[config.mk]
export PLATFORM = sky130hd
export DESIGN_NAME = aru_cmd_queue
export DESIGN_NICKNAME = d
export VERILOG_FILES = /design/src/sv/aru_pkg.sv /design/src/sv/aru_cmd_queue.sv
export SDC_FILE = /design/constraint.sdc
export NUM_CORES = 1
export LEC_CHECK = 0
export BUFFER_PORTS_ARGS = -buffer_cell sky130_fd_sc_hd__buf_2
export CAP_MARGIN = 20
export CORE_ASPECT_RATIO = 0.5
export CORE_MARGIN = 4
export CORE_UTILIZATION = 61
export CTS_CLUSTER_DIAMETER = 40
export DETAILED_ROUTE_END_ITERATION = 12
export HOLD_SLACK_MARGIN = 0.08
export PLACE_DENSITY = 0.88
export SETUP_SLACK_MARGIN = 0.5
export SLEW_MARGIN = 15
export SYNTH_ARGS = -nofsm -noshare
export SYNTH_HDL_FRONTEND = slang
export SYNTH_SLANG_ARGS = --single-unit
[constraint.sdc]
create_clock -name i_clk -period 5.1 [get_ports i_clk]
set_input_delay 1.02 -clock i_clk [delete_from_list [all_inputs] [get_ports i_clk]]
set_output_delay 1.02 -clock i_clk [all_outputs]
set_load 0.02 [all_outputs]
[src/sv/aru_pkg.sv]
// Shared types, constants and helper functions for the adaptive row unfilter.
package aru_pkg;

    localparam int MAX_ROW_BYTES   = 8192;
    localparam int MAX_PIXEL_BYTES = 8;

    localparam int COL_W   = $clog2(MAX_ROW_BYTES);
    localparam int LEN_W   = 14;
    localparam int ROWS_W  = 16;
    localparam int BPP_W   = 4;
    localparam int HIST_W  = $clog2(MAX_PIXEL_BYTES);
    localparam int CFG_IDX_W  = 2;
    localparam int CFG_DATA_W = 16;

    localparam int CMDQ_DEPTH = 4;
    localparam int CMDQ_PTR_W = $clog2(CMDQ_DEPTH);
    localparam int CMDQ_CNT_W = CMDQ_PTR_W + 1;

    localparam int OUTQ_DEPTH = 2;
    localparam int OUTQ_PTR_W = $clog2(OUTQ_DEPTH);
    localparam int OUTQ_CNT_W = OUTQ_PTR_W + 1;

    localparam logic [LEN_W-1:0]  MAX_LEN = LEN_W'(MAX_ROW_BYTES);
    localparam logic [BPP_W-1:0]  MAX_BPP = BPP_W'(MAX_PIXEL_BYTES);
    localparam logic [7:0]        MAX_FILTER_CODE = 8'd4;

    typedef enum logic [CFG_IDX_W-1:0] {
        CFG_PIXEL_BYTES = 2'd0,
        CFG_ROW_BYTES   = 2'd1,
        CFG_ROW_COUNT   = 2'd2
    } t_cfg_idx;

    typedef enum logic [2:0] {
        FILT_NONE  = 3'd0,
        FILT_SUB   = 3'd1,
        FILT_UP    = 3'd2,
        FILT_AVG   = 3'd3,
        FILT_PAETH = 3'd4
    } t_filter;

    typedef struct packed {
        logic             is_err;
        logic [COL_W-1:0] col;
        t_filter          filter;
        logic             first_row;
        logic             eor;
        logic             eoi;
        logic             sticky;
        logic [7:0]       data;
    } t_cmd;

    typedef struct packed {
        logic [7:0] pixel;
        logic       eor;
        logic       eoi;
        logic       err;
    } t_res;

    function automatic logic [9:0] abs11(input logic signed [10:0] v);
        logic signed [10:0] neg;
        neg = -v;
        return v[10] ? neg[9:0] : v[9:0];
    endfunction

    function automatic logic [7:0] paeth_pick(input logic [7:0] a,
                                              input logic [7:0] b,
                                              input logic [7:0] c);
        logic signed [10:0] da;
        logic signed [10:0] db;
        logic signed [10:0] dc;
        logic [9:0] pa;
        logic [9:0] pb;
        logic [9:0] pc;
        da = $signed({3'b000, b}) - $signed({3'b000, c});
        db = $signed({3'b000, a}) - $signed({3'b000, c});
        dc = $signed({3'b000, a}) + $signed({3'b000, b}) - $signed({2'b00, c, 1'b0});
        pa = abs11(da);
        pb = abs11(db);
        pc = abs11(dc);
        if (pa <= pb && pa <= pc) begin
            return a;
        end else if (pb <= pc) begin
            return b;
        end
        return c;
    endfunction

endpackage

[src/sv/aru_cmd_queue.sv]
// Short command queue between front end and back end.
module aru_cmd_queue (
    input  logic           i_clk,
    input  logic           i_rst_n,
    input  logic           i_push,
    input  aru_pkg::t_cmd  i_cmd,
    output logic           o_full,
    input  logic           i_pop,
    output aru_pkg::t_cmd  o_cmd,
    output logic           o_valid
);

    aru_pkg::t_cmd                   r_entry [aru_pkg::CMDQ_DEPTH];
    logic [aru_pkg::CMDQ_PTR_W-1:0]  r_wr_ptr;
    logic [aru_pkg::CMDQ_PTR_W-1:0]  r_rd_ptr;
    logic [aru_pkg::CMDQ_CNT_W-1:0]  r_count;
    logic                            do_push;
    logic                            do_pop;

    assign o_full  = r_count == aru_pkg::CMDQ_CNT_W'(aru_pkg::CMDQ_DEPTH);
    assign o_valid = r_count != '0;
    assign o_cmd   = r_entry[r_rd_ptr];
    assign do_push = i_push && !o_full;
    assign do_pop  = i_pop && o_valid;

    always_ff @(posedge i_clk) begin
        if (do_push) begin
            r_entry[r_wr_ptr] <= i_cmd;
        end
    end

    always_ff @(posedge i_clk) begin
        if (!i_rst_n) begin
            r_wr_ptr <= '0;
            r_rd_ptr <= '0;
            r_count  <= '0;
        end else begin
            if (do_push) begin
                r_wr_ptr <= r_wr_ptr + aru_pkg::CMDQ_PTR_W'(1);
            end
            if (do_pop) begin
                r_rd_ptr <= r_rd_ptr + aru_pkg::CMDQ_PTR_W'(1);
            end
            case ({do_push, do_pop})
                2'b10:   r_count <= r_count + aru_pkg::CMDQ_CNT_W'(1);
                2'b01:   r_count <= r_count - aru_pkg::CMDQ_CNT_W'(1);
                default: r_count <= r_count;
            endcase
        end
    end

endmodule

Word level (Yosys, flattened, before mapping)
Memory sizes are Yosys's and may differ from the RTL's. A register that Yosys moved wholly into a read port is not among the register bits.
Index checks and enable logic that the tools add are counted.

cells by class
  add/sub/neg operators = 4
  multipliers = 0
  div/mod/pow operators = 0
  $lt $le $gt $ge = 0
  equal/unequal tests = 3
  shifts and indexed selects = 0
  muxes and demuxes = 5
  bitwise gates (word level) = 0
  reduce and logical (&&, ||, !) cells = 5

operators with widths
  cell                                               count
  one-hot mux 3 bit (2 select lines)                 1
  adder 2 x 1 -> 2 bit (second input constant)       2
  two-way mux 2 bit                                  2
  adder 3 x 1 -> 3 bit (second input constant)       1
  == test 3 bit (second input constant)              1
  nonzero test 3 bit                                 1
  subtractor 3 x 1 -> 3 bit (second input constant)  1
  == test 2 x 1 -> 1 bit (second input constant)     1
  == test 2 bit (second input constant)              1
  logical AND 1 bit                                  2
  two-way mux 1 bit                                  2
  nonzero test 2 bit                                 1
  zero test 1 bit                                    1

storage, ports and cells
  flip-flop bits (word level) = 7
  bits in latches = 0
  memory bits (writable) = 116
  ROM bits = 0
  bits of input ports = 33
  output and inout port bits = 31
  logic and storage cells = 21
  memories kept = 1

memories
  memory   words  bits a word  rd ports  clocked after memory_dff  wr ports  line                 text
  r_entry  4      29           1         1                         1         aru_cmd_queue.sv:13  aru_pkg::t_cmd r_entry [aru_pkg::CMDQ_DEPTH];

Longest topological paths before layout
  depth after elaboration = 5
  gate-level depth with buffers = 10
  mapped depth without buffers = 9

Least setup slack after synthesis
No wires, ideal clock.

  kind = input port to flip-flop
  from = input i_push
  to = register r_count[2] in the netlist's numbering
  setup time = 0.076 ns
  arrival time = 2.493 ns
  required time = 5.024 ns
  setup slack = 2.531 ns
  cell stages on the path = 9
  path buffers = 1
  cells stage by stage = nor2b_1 buf_2 inv_1 ha_1 inv_1 fa_1 xor2_1 or3_1 a21boi_0

between the ends
  cells in the longest elaborated chain, start to end = 3
  elaborated cells between the ends (all ways) = 5
  classes of those cells = eq/ne: 2; mux: 1; reduce/logical: 2

ends and longest elaborated chain
  item                                                                             line                 text
  from (decl)                                                                      aru_cmd_queue.sv:5   input logic i_push,
  logical AND 1 bit (*)                                                            aru_cmd_queue.sv:23  assign do_push = i_push && !o_full;
  == test 2 x 1 -> 1 bit / == test 2 bit (equally long branches)                   aru_cmd_queue.sv:44  case ({do_push, do_pop})
  one-hot mux 3 bit (2 select lines) / nonzero test 2 bit (equally long branches)  n/a
  to (signal assigned)                                                             aru_cmd_queue.sv:45  2'b10: r_count <= r_count + aru_pkg::CMDQ_CNT_W'(1);
  to (signal assigned)                                                             aru_cmd_queue.sv:46  2'b01: r_count <= r_count - aru_pkg::CMDQ_CNT_W'(1);
  to (signal assigned)                                                             aru_cmd_queue.sv:47  default: r_count <= r_count;
  to (decl)                                                                        aru_cmd_queue.sv:16  logic [aru_pkg::CMDQ_CNT_W-1:0] r_count;

Mark *: on every way between the ends. The rest lies on a longest branch, timed or not.
A chain may end at the register's enable or synchronous reset.

==> summary.txt <==
Run status
  – Status: completed

Timing
  – Hold Fails Final Rpt: 0
  – Clk_skew: 0.0145 ns
  – Final min period: 3.07 ns
  – Fmax: 326 MHz
  – Setup TNS: 0 ns
  – Pins over their slew limit: 0
  – RSZ-0062 raised after global routing: no
  – WHS: 0.506 ns
  – Slew at the pin closest to its max-slew limit: 0.595 ns
  – Worst rel slew slack: 60.3%
  – Final period util: 60.2%
  – Endpoints failing setup: 0

Placement
  – DP HPWL: 4.94 mm
  – I/O Buffers: 63
  – Gp weighted congestion: 0.677

Drt
  – WL final: 8.95 mm
  – Routed wire per std cell: 22.9 um
  – Detailed Routing Iterations Pass 1: 5
  – Vias per cell: 5.74
  – Antenna-violating nets left: 0
  – Starting DRT DRC Count: 157
  – Via count: 2246
  – DRC errors left: 0

Floorplan
  – Std cell rows: 22
  – Io pins: 64
  – Horiz. Die Dim: 132 um
  – Vert. Die Dim: 70.0 um
  – Die area: 9230 sq um
  – Initial Util: 63.2%
  – Core Region: 7400 sq um

Synth
  – Avg Inst Size Synth: 23.1 sq um
  – Post-Syn Area: 4680 sq um
  – Synth Register Bits: 125
  – Yosys top cell area share: 74.4%
  – Post-synth cell types: 24
  – Syn nets: 242
  – Yosys warns: 0
  – Seq/Total Area, Yosys: 78.2%
  – Synth top area cells: edfxtp_1, mux4_2, dfxtp_1
  – Synth area leader: edfxtp_1
  – Post-Synthesis Cells: 203

Finish
  – Net count, final: 321
  – Commonest non-fill, non-tap cell in the layout: edfxtp_1
  – Ant. Diodes: 0
  – FILL cells: 372
  – Core Util, Final: 77.0%
  – Area growth syn-to-layout: 21.8%
  – Layout cells sized above 1: 42.4%
  – Most frequent cells in the layout: edfxtp_1, buf_2, mux4_2

Clock network
  – TritonCTS Buffers: 17
  – Clk pin slew, worst setup/hold paths: 0.05 ns
  – Max Root-Sink Buffers: 2
  – Cts hold-fix bufs: 0
  – TritonCTS clock tree: yes
  – Post-CTS Setup Repair Bufs: 0
  – Clk sinks: 125
  – CTS H-tree lvls: 4
  – Clock Root Buffer: clkbuf_16
  – Clk Latency, worst-skew pair: 0.41 ns
  – Post-CTS sizing: 0

Critical path
  – Crit Path Max Fanout: 20
  – R2r startpoint: r_count[2]
  – Crit Path Category: reg -> out
  – CP endpoint kind: output port
  – Reg-to-reg endpoint: r_count[2]
  – Register-to-register path setup slack: 2.87 ns
  – CP arrival: 2.05 ns
  – Critical path required time: 4.08 ns
  – Worst Reg-to-Reg Cells: 9
  – CP startpoint kind: register

Power and ir drop
  – Tot Pwr: 3.22 mW
  – Lkg Pwr: 1.99 nW
  – P per Cell Area: 565 nW/um^2
  – Peak supply drop: 0.352 mV

Worst hold path
  – Min-Delay Path Depth: 2
  – Min-delay src: r_wr_ptr[1]
  – Worst Hold End: r_wr_ptr[1]
  – Worst min path class: reg -> reg

Global route
  – Global Route Usage Sum: 21.0%
  – Vias in the first global route: 2457
  – Largest net degree at the start of global routing: 30
  – GR Overflow Total: 0
  – Initial antenna violation count: 0
  – Global-route wire length before repair: 14.0 mm

Flow run
  – MaxCap Viol Count: 0
-- Yosys cell counts (all sizes together) --
cell type  count
a21boi         1
and2           7
buf            6
clkbuf         2
dfxtp          9
edfxtp       116
fa             1
ha             5
inv            6
mux2i          2
mux4          29
nand2          5
nor2b          3
nor3b          1
o21ai          2
o311ai         1
o31a           1
or3            2
xnor2          3
xor2           1
-- metal layers --
layer  routed length, um  track usage, %
met5                   0               0
met4                  81            7.80
met3                 393            6.26
met2                4610            34.2
met1                3860            27.2
-- metrics by stage --
stage | area, sq um | std cells | setup WS, ns
final | 5700 | 391 | 2.03
after global routing | 5700 | 391 | 1.93
after CTS | 5700 | 391 | 1.71
after detailed placement | 5100 | 359 | 2.19
after global placement | 5100 | 359 | 2.21
after floorplan | 4680 | 203 | 2.53
-- layout make-up --
cell class | instances | area (sq um) | area share (%)
multi-input combinational | 64 | 936 | 16.4
sequential | 125 | 3670 | 64.3
inverter | 6 | 22.5 | 0.395
tap | 96 | 120 | 2.11
timing repair buffer | 68 | 353 | 6.19
clock buffer | 18 | 429 | 7.53
clock inverter | 14 | 175 | 3.07
-- how the worst max path moves through the flow --
stage,startpoint,slack (ns),to,cells past startpoint
after floorplan,i_push,2.53,r_count[2],9
after detailed placement,register,2.19,o_cmd[20],2
after CTS,register,1.71,o_cmd[26],2
after global placement,register,2.21,o_cmd[20],2
after global routing,register,1.93,o_cmd[26],3
final,register,2.03,o_cmd[26],3
-- logic make-up (layout without fill, tap and decap cells) --
family,after synthesis,after routing,synth area share [%]
AOI/OAI and AO/OA,5,5,0.748
xor gates and xnor gates,4,4,0.748
adders and majority gates,6,6,1.76
buffers and inverters,14,106,1.79
DFF,125,125,78.2
muxes,31,31,14.5
and+or+nand+nor,18,18,2.27
-- registers in the layout (all words and copies together) (netlist names), named ones only --
name and cells:
r_wr_ptr 2, r_entry 116, r_rd_ptr 2, r_count 3
-- where the power goes --
part           switching (mW)  internal [mW]
clock                   0.412          0.808
sequential              0.112           1.24
combinational           0.346          0.301
-- critical path, stage by stage, from the launching register on --
cell and delay (ns):
dfxtp_1 0.65, buf_4 0.41, mux4_2 0.39, buf_2 0.18
(Power assumes the default switching activity.)
