===== config.mk =====
export PLATFORM = sky130hd
export DESIGN_NAME = aru_front
export DESIGN_NICKNAME = d
export VERILOG_FILES = /design/src/sv/aru_pkg.sv /design/src/sv/aru_front.sv
export SDC_FILE = /design/constraint.sdc
export NUM_CORES = 1
export LEC_CHECK = 0
export BUFFER_PORTS_ARGS = -buffer_cell sky130_fd_sc_hd__buf_2
export CORE_ASPECT_RATIO = 1.75
export CORE_UTILIZATION = 40
export DETAILED_ROUTE_END_ITERATION = 6
export GPL_ROUTABILITY_DRIVEN = 0
export GPL_TIMING_DRIVEN = 0
export PLACE_DENSITY_LB_ADDON = 0.1
export SLEW_MARGIN = 20
export SYNTH_ARGS = -nofsm -noshare
export SYNTH_HDL_FRONTEND = slang
export SYNTH_SLANG_ARGS = --single-unit

===== constraint.sdc =====
create_clock -name i_clk -period 10.1 [get_ports i_clk]
set_input_delay 1.01 -clock i_clk [delete_from_list [all_inputs] [get_ports i_clk]]
set_output_delay 1.01 -clock i_clk [all_outputs]
set_load 0.1 [all_outputs]

===== src/sv/aru_pkg.sv =====
// Shared types, constants and helper functions for the adaptive row unfilter.
package aru_pkg;

    localparam int MAX_ROW_BYTES   = 8192;
    localparam int MAX_PIXEL_BYTES = 8;

    localparam int COL_W   = $clog2(MAX_ROW_BYTES);
    localparam int LEN_W   = 14;
    localparam int ROWS_W  = 16;
    localparam int BPP_W   = 4;
    localparam int HIST_W  = $clog2(MAX_PIXEL_BYTES);
    localparam int CFG_IDX_W  = 2;
    localparam int CFG_DATA_W = 16;

    localparam int CMDQ_DEPTH = 4;
    localparam int CMDQ_PTR_W = $clog2(CMDQ_DEPTH);
    localparam int CMDQ_CNT_W = CMDQ_PTR_W + 1;

    localparam int OUTQ_DEPTH = 2;
    localparam int OUTQ_PTR_W = $clog2(OUTQ_DEPTH);
    localparam int OUTQ_CNT_W = OUTQ_PTR_W + 1;

    localparam logic [LEN_W-1:0]  MAX_LEN = LEN_W'(MAX_ROW_BYTES);
    localparam logic [BPP_W-1:0]  MAX_BPP = BPP_W'(MAX_PIXEL_BYTES);
    localparam logic [7:0]        MAX_FILTER_CODE = 8'd4;

    typedef enum logic [CFG_IDX_W-1:0] {
        CFG_PIXEL_BYTES = 2'd0,
        CFG_ROW_BYTES   = 2'd1,
        CFG_ROW_COUNT   = 2'd2
    } t_cfg_idx;

    typedef enum logic [2:0] {
        FILT_NONE  = 3'd0,
        FILT_SUB   = 3'd1,
        FILT_UP    = 3'd2,
        FILT_AVG   = 3'd3,
        FILT_PAETH = 3'd4
    } t_filter;

    typedef struct packed {
        logic             is_err;
        logic [COL_W-1:0] col;
        t_filter          filter;
        logic             first_row;
        logic             eor;
        logic             eoi;
        logic             sticky;
        logic [7:0]       data;
    } t_cmd;

    typedef struct packed {
        logic [7:0] pixel;
        logic       eor;
        logic       eoi;
        logic       err;
    } t_res;

    function automatic logic [9:0] abs11(input logic signed [10:0] v);
        logic signed [10:0] neg;
        neg = -v;
        return v[10] ? neg[9:0] : v[9:0];
    endfunction

    function automatic logic [7:0] paeth_pick(input logic [7:0] a,
                                              input logic [7:0] b,
                                              input logic [7:0] c);
        logic signed [10:0] da;
        logic signed [10:0] db;
        logic signed [10:0] dc;
        logic [9:0] pa;
        logic [9:0] pb;
        logic [9:0] pc;
        da = $signed({3'b000, b}) - $signed({3'b000, c});
        db = $signed({3'b000, a}) - $signed({3'b000, c});
        dc = $signed({3'b000, a}) + $signed({3'b000, b}) - $signed({2'b00, c, 1'b0});
        pa = abs11(da);
        pb = abs11(db);
        pc = abs11(dc);
        if (pa <= pb && pa <= pc) begin
            return a;
        end else if (pb <= pc) begin
            return b;
        end
        return c;
    endfunction

endpackage


===== src/sv/aru_front.sv =====
// Front end: row framing, filter type decode and command generation.
module aru_front (
    input  logic                         i_clk,
    input  logic                         i_rst_n,
    input  logic                         i_push,
    input  logic                         i_full,
    input  logic [7:0]                   i_byte,
    input  logic [aru_pkg::LEN_W-1:0]    i_row_bytes,
    input  logic [aru_pkg::ROWS_W-1:0]   i_row_count,
    output aru_pkg::t_cmd                o_cmd,
    output logic                         o_cmd_push
);

    logic                        r_await;
    logic                        n_await;
    logic [aru_pkg::COL_W-1:0]   r_col;
    logic [aru_pkg::COL_W-1:0]   n_col;
    logic [aru_pkg::ROWS_W-1:0]  r_row;
    logic [aru_pkg::ROWS_W-1:0]  n_row;
    aru_pkg::t_filter            r_filter;
    aru_pkg::t_filter            n_filter;
    logic                        r_err;
    logic                        n_err;

    logic                        accept;
    logic [aru_pkg::LEN_W-1:0]   len;
    logic [aru_pkg::ROWS_W-1:0]  rows;
    logic [aru_pkg::COL_W-1:0]   col_eff;
    logic [aru_pkg::LEN_W-1:0]   col_next;
    logic [aru_pkg::ROWS_W:0]    row_next;
    logic                        eor;
    logic                        eoi;
    logic                        bad_type;

    assign accept = i_push && !i_full;

    always_comb begin
        if (i_row_bytes == '0) begin
            len = aru_pkg::LEN_W'(1);
        end else if (i_row_bytes > aru_pkg::MAX_LEN) begin
            len = aru_pkg::MAX_LEN;
        end else begin
            len = i_row_bytes;
        end
        rows = (i_row_count == '0) ? aru_pkg::ROWS_W'(1) : i_row_count;
        if ({1'b0, r_col} >= len) begin
            col_eff = aru_pkg::COL_W'(len - aru_pkg::LEN_W'(1));
        end else begin
            col_eff = r_col;
        end
        col_next = {1'b0, col_eff} + aru_pkg::LEN_W'(1);
        row_next = {1'b0, r_row} + (aru_pkg::ROWS_W + 1)'(1);
        eor      = col_next >= len;
        eoi      = eor && (row_next >= {1'b0, rows});
        bad_type = i_byte > aru_pkg::MAX_FILTER_CODE;
    end

    always_comb begin
        n_await  = r_await;
        n_col    = r_col;
        n_row    = r_row;
        n_filter = r_filter;
        n_err    = r_err;
        o_cmd_push = 1'b0;
        o_cmd.is_err    = 1'b0;
        o_cmd.col       = col_eff;
        o_cmd.filter    = r_filter;
        o_cmd.first_row = r_row == '0;
        o_cmd.eor       = eor;
        o_cmd.eoi       = eoi;
        o_cmd.sticky    = r_err;
        o_cmd.data      = i_byte;
        if (accept) begin
            if (r_await) begin
                n_await = 1'b0;
                n_col   = '0;
                if (bad_type) begin
                    n_err        = 1'b1;
                    n_filter     = aru_pkg::FILT_NONE;
                    o_cmd_push   = 1'b1;
                    o_cmd.is_err = 1'b1;
                    o_cmd.eor    = 1'b0;
                    o_cmd.eoi    = 1'b0;
                    o_cmd.sticky = 1'b1;
                end else begin
                    n_filter = aru_pkg::t_filter'(i_byte[2:0]);
                end
            end else begin
                o_cmd_push = 1'b1;
                if (eor) begin
                    n_col   = '0;
                    n_await = 1'b1;
                    n_row   = eoi ? '0 : row_next[aru_pkg::ROWS_W-1:0];
                end else begin
                    n_col = col_next[aru_pkg::COL_W-1:0];
                end
            end
        end
    end

    always_ff @(posedge i_clk) begin
        if (!i_rst_n) begin
            r_await  <= 1'b1;
            r_col    <= '0;
            r_row    <= '0;
            r_filter <= aru_pkg::FILT_NONE;
            r_err    <= 1'b0;
        end else begin
            r_await  <= n_await;
            r_col    <= n_col;
            r_row    <= n_row;
            r_filter <= n_filter;
            r_err    <= n_err;
        end
    end

endmodule


# After elaboration in Yosys (flattened, before gate mapping)
# Cells that the tools add are included.
[word_totals]
regBits = 34
inputBits = 42
output_inout_bits = 30
elab_cells = 41
[classes]
add_sub_neg = 3
magnitude_cmp = 5
muxes = 18
bitwise_logic = 1
reduce_logical = 9
[op_table]
columns = ["cell", "count"]
rows = [
  ["$mux W13", 3],
  ["$logic_not A16 Y1", 2],
  ["$mux W16", 2],
  ["$mux W14", 2],
  ["$add A16 B1 Y17 const B", 1],
  ["$ge A17 B16 Y1", 1],
  ["$add A13 B1 Y14 const B", 1],
  ["$ge A13 B14 Y1", 1],
  ["$ge A14 B14 Y1", 1],
  ["$gt A14 B14 Y1 const B", 1],
  ["$logic_not A14 Y1", 1],
  ["$sub A13 B1 Y13 const B", 1],
  ["$mux W3", 4],
  ["$gt A8 B3 Y1 const B", 1],
  ["$mux W1", 7],
  ["$reduce_and A3 Y1", 2],
  ["$logic_and A1 B1 Y1", 2],
  ["$reduce_and A2 Y1", 1],
  ["$logic_not A1 Y1", 1],
  ["$not A1 Y1", 1],
]

# Longest topological paths before layout
# Gate-level depths: netlist of the first run.
[logic_depth]
depth_word = 11
ltp_mapped = 27
depth_no_buf = 25

# Worst setup path before layout of the first run
# Ideal clock, no wire load.
[synth_timing]
path_kind = "input to output"
from = "in i_row_bytes[3] (netlist name)"
to = "out o_cmd[9] (netlist name)"
t_arrival_ps = 8964
required_time_ps = 9090
setup_slack_ps = 126
stages = 25
path_buffers = 2
path_cell_list = "buf_2 or4_4 nor4b_2 a32oi_1 inv_1 ha_1 nor2b_1 o21ai_0 a21oi_1 o22ai_1 buf_2 nor2_1 a21oi_1 ha_1 nand3_1 nor2_1 nor2_1 xnor2_1 ha_1 nand3_1 a21boi_0 o2111ai_1 a31oi_1 nor2_1 nor3_1"
[synth_lines]
columns = ["item", "line_no", "source"]
rows = [
  ["from (decl)", "aru_front.sv:8", "input logic [aru_pkg::LEN_W-1:0] i_row_bytes,"],
  ["to (decl)", "aru_front.sv:10", "output aru_pkg::t_cmd o_cmd,"],
]

==> impl_results.md, run 1 <==
* Clock buffer depth at 2
* Largest net degree at the start of global routing at 11
* Final Setup Violations at 0
* CP Class: in -> out
* Root Driver: clkbuf_16
* Dominant cell type by area after synthesis: dfxtp_1
* Crit path DAT at 7350 ps
* Post-route setup TNS at 0 ps
* Synthesized Nets at 564
* Top FF cell, synth: dfxtp_1
* Vias in the first global route at 3743
* CTS resizes at 0
* Synth Cell Area at ~3700 um2
* Hold Crit Depth at 2
* Routed Antenna Nets at 0
* Relative slew slack at between 50% and 60%
* WL/cell at 16.9 um
* VDD IR max at 0.0844 mV
* Hpwl dp at 9.46 mm
* Die Y at 130 um
* Cell with the most instances after synthesis: ha_1
* Area growth syn-to-layout at 16.9%
* Run status: finished, final reports clean
* Layout cells sized above 1 at 19.9%
* Die ar. at 9760 um2
* Fill cells at 966
* Iter 0 DRT Violations at 184
* Post-CTS Setup Inserts at 0
* Final Slew Violations at 0
* Routed wire length at 11.4 mm
* FF/Latch Area at 681 um2
* Crit path capture type: output pin
* Drt pass-1 iters at 5
* Period minus WS final at 8360 ps
* Worst slew pin tran at 739 ps
* Top cells by area, synth: dfxtp_1 18%, ha_1 16%, a22o_1 5.2%
* Rows at 46
* Tcrit/Tclk final at 82.8%
* Crit path max fanout at 10
* DR DRC count at 0
* Core ar. at 9090 um2
* Die Width at 75.1 um
* Port bufs at 70
* # H-tree levels at 2
* Mean Syn Cell Area at 7.87 um2
* Vias per cell at 5.75
* N_diodes at 0
* Lkg Pwr at 0.00213 uW
* Post-synth EDFFs at 0
* CTS buffer count at 5
* Global-route wire length before repair at 17.6 mm
* Starting Density at 41.1%
* Tot Pwr at 392 uW
* Layout Skew at 3.67 ps
* Via Count at about 3900
* Max_cap viols at 0
* Synth top area share at 18.2%
* Register bit total from synthesis at 34
* Initial antenna violation count at 0
* CTS Hold Bufs at 0
* Count of yosys warnings during synthesis at 0
* Skew-Pair Late Insertion Delay at 280 ps
* Fmax at 120 MHz
* Multi-input gate area at ~2800 um2
* Register area share after synthesis at approximately 18%
* Slack of the critical path at 1740 ps
* Async SR Flop Fraction at 0%
* Most frequent cells after synthesis: 47 x ha_1, 38 x nand2_1, 34 x dfxtp_1, 34 x nor2_1, 31 x inv_1
* Hold Vio Cnt, Final at 0
* Flop2flop setup slack at 3990 ps
* Hold Crit Class: reg -> reg
* Startpoint types: input pin
* Placement Setup Slack at 1810 ps
* Fin nets at between 600 and 700
* Clock slew at reported path FFs at 50 ps
* Pwr dens at 89.7 nW/um2
* WP data required at 9090 ps
* Gr ovfl total at 0
* I/O Pins at 72
* RSZ-0062 raised after global routing: false
* Hold WS at between 400 and 500 ps
* Reg2reg path depth at 22
* Overall Global Routing Usage at 24.1%
* CTS tree: yes
* Number of clock sinks at 34
* Mapped Cells at about 480
* Synth cell types at 60
## flip-flops by register name, indices dropped and copies added (netlist names)
register / count
r_row: 16
r_col: 13
r_filter: 3
r_await: 1
r_err: 1
## power by group
part           switching (uW)  internal [uW]  leakage (uW)  total (uW)
logic                    76.7           32.9       0.00179         110
registers               0.818            135      0.000274         136
clock network            56.1           90.1     0.0000640         146
total                     134            258       0.00213         392
## stage by stage
stage                     std cells  utilization, %  instance area [um2]
final                           672            48.1                 4370
after global routing            672            48.1                 4370
after CTS                       672            48.1                 4370
after detailed placement        665            46.6                 4240
after global placement          665            46.6                 4240
after floorplan                 475               -                 3740
## worst max-delay path: stages
cell,delay [ps]
buf_2,100
buf_2,180
or4_4,590
nor4b_2,380
a32oi_1,230
inv_1,170
ha_1,150
nor2b_1,40
o21ai_0,150
a21oi_1,120
o22ai_1,580
buf_2,390
nor2_1,70
a21oi_1,360
ha_1,350
nand3_1,110
nor2_1,250
nor2_1,100
xnor2_1,150
ha_1,310
nand3_1,70
a21boi_0,260
o2111ai_1,140
a31oi_1,270
nor2_1,120
nor3_1,220
buf_2,470
## cell type report
| class | instances | area share (%) |
|---|---|---|
| Sequential cell | 34 | 15.6 |
| Clock buffer | 7 | 3.03 |
| Inverter | 31 | 2.66 |
| Multi-Input combinational cell | 384 | 64.0 |
| Tap cell | 120 | 3.43 |
| Timing Repair Buffer | 70 | 8.01 |
| Buffer | 26 | 3.26 |
## per-layer routing
metal  track usage [%]  vias to the layer above  part of all wire [%]  wire (um)
met4              12.3                        0                   3.7        423
met2              49.3                      128                    59       6670
met3              2.86                       35                   3.6        404
met1              21.7                     1808                    34       3870
li1                  -                     1895                     -          -
met5                 0                        -                     0          0
## cell families (layout without fill, tap and decap cells)
kind of cell,Yosys count,in the layout,synth area share (%)
AND/OR/NAND/NOR,183,183,27.0
AO/OA/AOI/OAI,114,114,22.0
buffers and inverters,57,134,6.93
adder cells (fa/ha/maj),47,47,15.7
flip-flops,34,34,18.2
XOR/XNOR,27,27,6.52
multiplexers,13,13,3.68
## placed cells by master (no fill, tap or decap), types with 11 or more instances in the layout
| cell | instances |
|---|---|
| a21o_1 | 12 |
| a21oi_1 | 19 |
| a22o_1 | 22 |
| and3_1 | 14 |
| buf_2 | 76 |
| dfxtp_1 | 34 |
| ha_1 | 47 |
| inv_1 | 31 |
| nand2_1 | 38 |
| nand3_1 | 21 |
| nor2_1 | 34 |
| nor2b_1 | 12 |
| nor4_1 | 11 |
| o21ai_0 | 17 |
| xnor2_1 | 17 |
## final timing paths
path,to,start
setup reg to reg,r_row[0],r_col[7]
hold / removal,r_filter[0],r_filter[0]
setup / recovery,o_cmd[9],i_row_bytes[3]
hold reg to reg,r_filter[0],r_filter[0]
Power figures use the tool's default switching activity.
==> inputs of run 2 (changes only) <==
clock period = 8.7 ns   (was 10.1 ns; I/O delays follow)
==> impl_results.md, run 2 (synthesized netlist as in run 1, its figures left out) <==
* Hold Crit Class: reg -> reg
* Skew-Pair Late Insertion Delay at 280 ps (about the same)
* Overall Global Routing Usage at 24.2% (+0.086 points)
* Util after Layout at 48.5% (+0.44 points)
* Drt pass-1 iters at 4 (-1)
* Post-CTS Setup Inserts at 0 (unchanged)
* CP Class: in -> out
* Clock slew at reported path FFs at 50 ps (about the same)
* Gr ovfl total at 0 (unchanged)
* Top flop regs: r_row x16, r_col x13, r_filter x3
* Pint at 307 uW (+19%)
* Fin nets at 641 (unchanged)
* Root Driver: clkbuf_16
* Sw frac at 33.6% (-0.47 points)
* Logic pwr share at 27.8% (about the same)
* Global-route wire length before repair at 17.7 mm (+0.23%)
* Run status: finished, final reports clean
* Die ar. at 9760 um2 (unchanged)
* Initial antenna violation count at 0 (unchanged)
* # H-tree levels at 2 (unchanged)
* Die Y at 130 um (unchanged)
* Iter 0 DRT Violations at 119 (-35%)
* Sw power at 155 uW (+16%)
* Most common cell after layout, fill and taps aside: buf_2
* CTS resizes at 0 (unchanged)
* Number of clock sinks at 34 (unchanged)
* Lkg Pwr at 0.00214 uW (+0.53%)
* Max_cap viols at 0 (unchanged)
* Final Setup Violations at 0 (unchanged)
* Met2 Usage GRT at 51.6% (+2.2 points)
* Startpoint types: input pin
* Worst slew pin tran at 709 ps (-29.7 ps)
* Routed wire length at 11.2 mm (-1.6%)
* Final Slew Violations at 0 (unchanged)
* CTS Hold Bufs at 0 (unchanged)
* Starting Density at 41.1% (unchanged)
* RSZ-0062 raised after global routing: false
* Power share of the sequential group at 34.3% (-0.4 points)
* Crit path DAT at 7110 ps (-240 ps)
* Gr busiest metal: met2
* Hold Vio Cnt, Final at 0 (unchanged)
* Post-route setup TNS at 0 ps (unchanged)
* Crit path capture type: output pin
* Die Width at 75.1 um (unchanged)
* Clock share of power at 37.9% (+0.6 points)
* Commonest non-fill, non-tap cells in the layout: 76 x buf_2, 47 x ha_1, 38 x nand2_1, 34 x nor2_1, 34 x dfxtp_1
* Crit path max fanout at 10 (unchanged)
* Area growth syn-to-layout at 18.0%
* Largest register FFs at 16 (unchanged)
* Clock buffer depth at 2 (unchanged)
* CTS tree: yes
* Layout Skew at 4.15 ps (+0.480 ps)
* Fmax at 125 MHz
* Rows at 46 (unchanged)
* Period minus WS final at 7980 ps
* Met3 Use GR at 1.78% (-1.1 points)
* VDD IR max at 0.108 mV (+29%)
* Via Count at 3770 (-2.5%)
* Hpwl dp at 9.38 mm (-0.82%)
* WP data required at 7830 ps (-1260 ps)
* Layout cells sized above 1 at 21.1% (+1.1 points)
* Largest net degree at the start of global routing at 11 (unchanged)
* I/O Pins at 72 (unchanged)
* Pwr dens at 105 nW/um2 (+17%)
* Relative slew slack at 52.3% (+1.5 points)
* Met1 GRT Util at 21.3% (-0.40 points)
* Core ar. at 9090 um2 (unchanged)
* Tcrit/Tclk final at 91.7%
* CTS buffer count at 5 (unchanged)
* Vias in the first global route at 3792 (+1.3%)
* WL/cell at 16.7 um (-1.5%)
* Port bufs at 70 (unchanged)
* Hold WS at 466 ps (+0.958 ps)
* Vias per cell at 5.62 (-2.3%)
* Most flop-heavy register: r_row
* Routed Antenna Nets at 0 (unchanged)
* DR DRC count at 0 (unchanged)
* N_diodes at 0 (unchanged)
[run 2: worst paths after layout]
kind                        from           to  slack (ps)  cells after the start
hold / removal       r_filter[0]  r_filter[0]         470                      2
hold reg to reg      r_filter[0]  r_filter[0]         470                      2
setup reg to reg        r_col[0]     r_row[0]        2790                     23
setup / recovery  i_row_bytes[3]     o_cmd[9]         720                     27
[run 2: area by class of cell]
cell class,count,area [um2]
plain buffers,26,144
clock buffers,6,139
multi-input cells,384,2830
flip-flops and latches,34,681
inverters,31,116
fillers,970,4680
repair buffers,70,350
well taps,120,150
[run 2: critical path, cell delays in order]
cell and delay, ps:
buf_2 110, buf_2 180, or4_4 590, nor4b_2 390
a32oi_1 270, inv_1 220, ha_1 150, nor2b_1 40
o21ai_0 340, a21oi_1 180, o22ai_2 380, buf_2 370
nor2_1 110, a21oi_4 190, ha_1 320, nand3_1 110
nor2_1 230, nor2_1 100, xnor2_1 160, ha_1 310
nand3_1 100, a21boi_0 190, o2111ai_1 120, a31oi_1 270
nor2_1 130, nor3_1 200, buf_2 450
[run 2: per-layer routing]
layer	vias up	wire length (um)
li1	1896	-
met1	1758	3950
met2	94	6620
met3	22	264
met4	0	351
met5	-	0
[run 2: per-stage QoR]
step	setup slack [ps]	power (uW)	instance area, um2	std cells
after global placement	801	288	4270	665
after detailed placement	782	290	4270	665
after floorplan	166	253	3770	475
final	718	462	4410	671
after CTS	749	466	4410	671
after global routing	353	481	4410	671
[run 2: power groups by stage]
stage	clock network, uW	registers, uW	logic, uW
floorplan	0	161	91.3
global placement	0	162	127
detailed placement	0	162	128
CTS	180	158	129
global route	185	158	138
finish	175	158	128
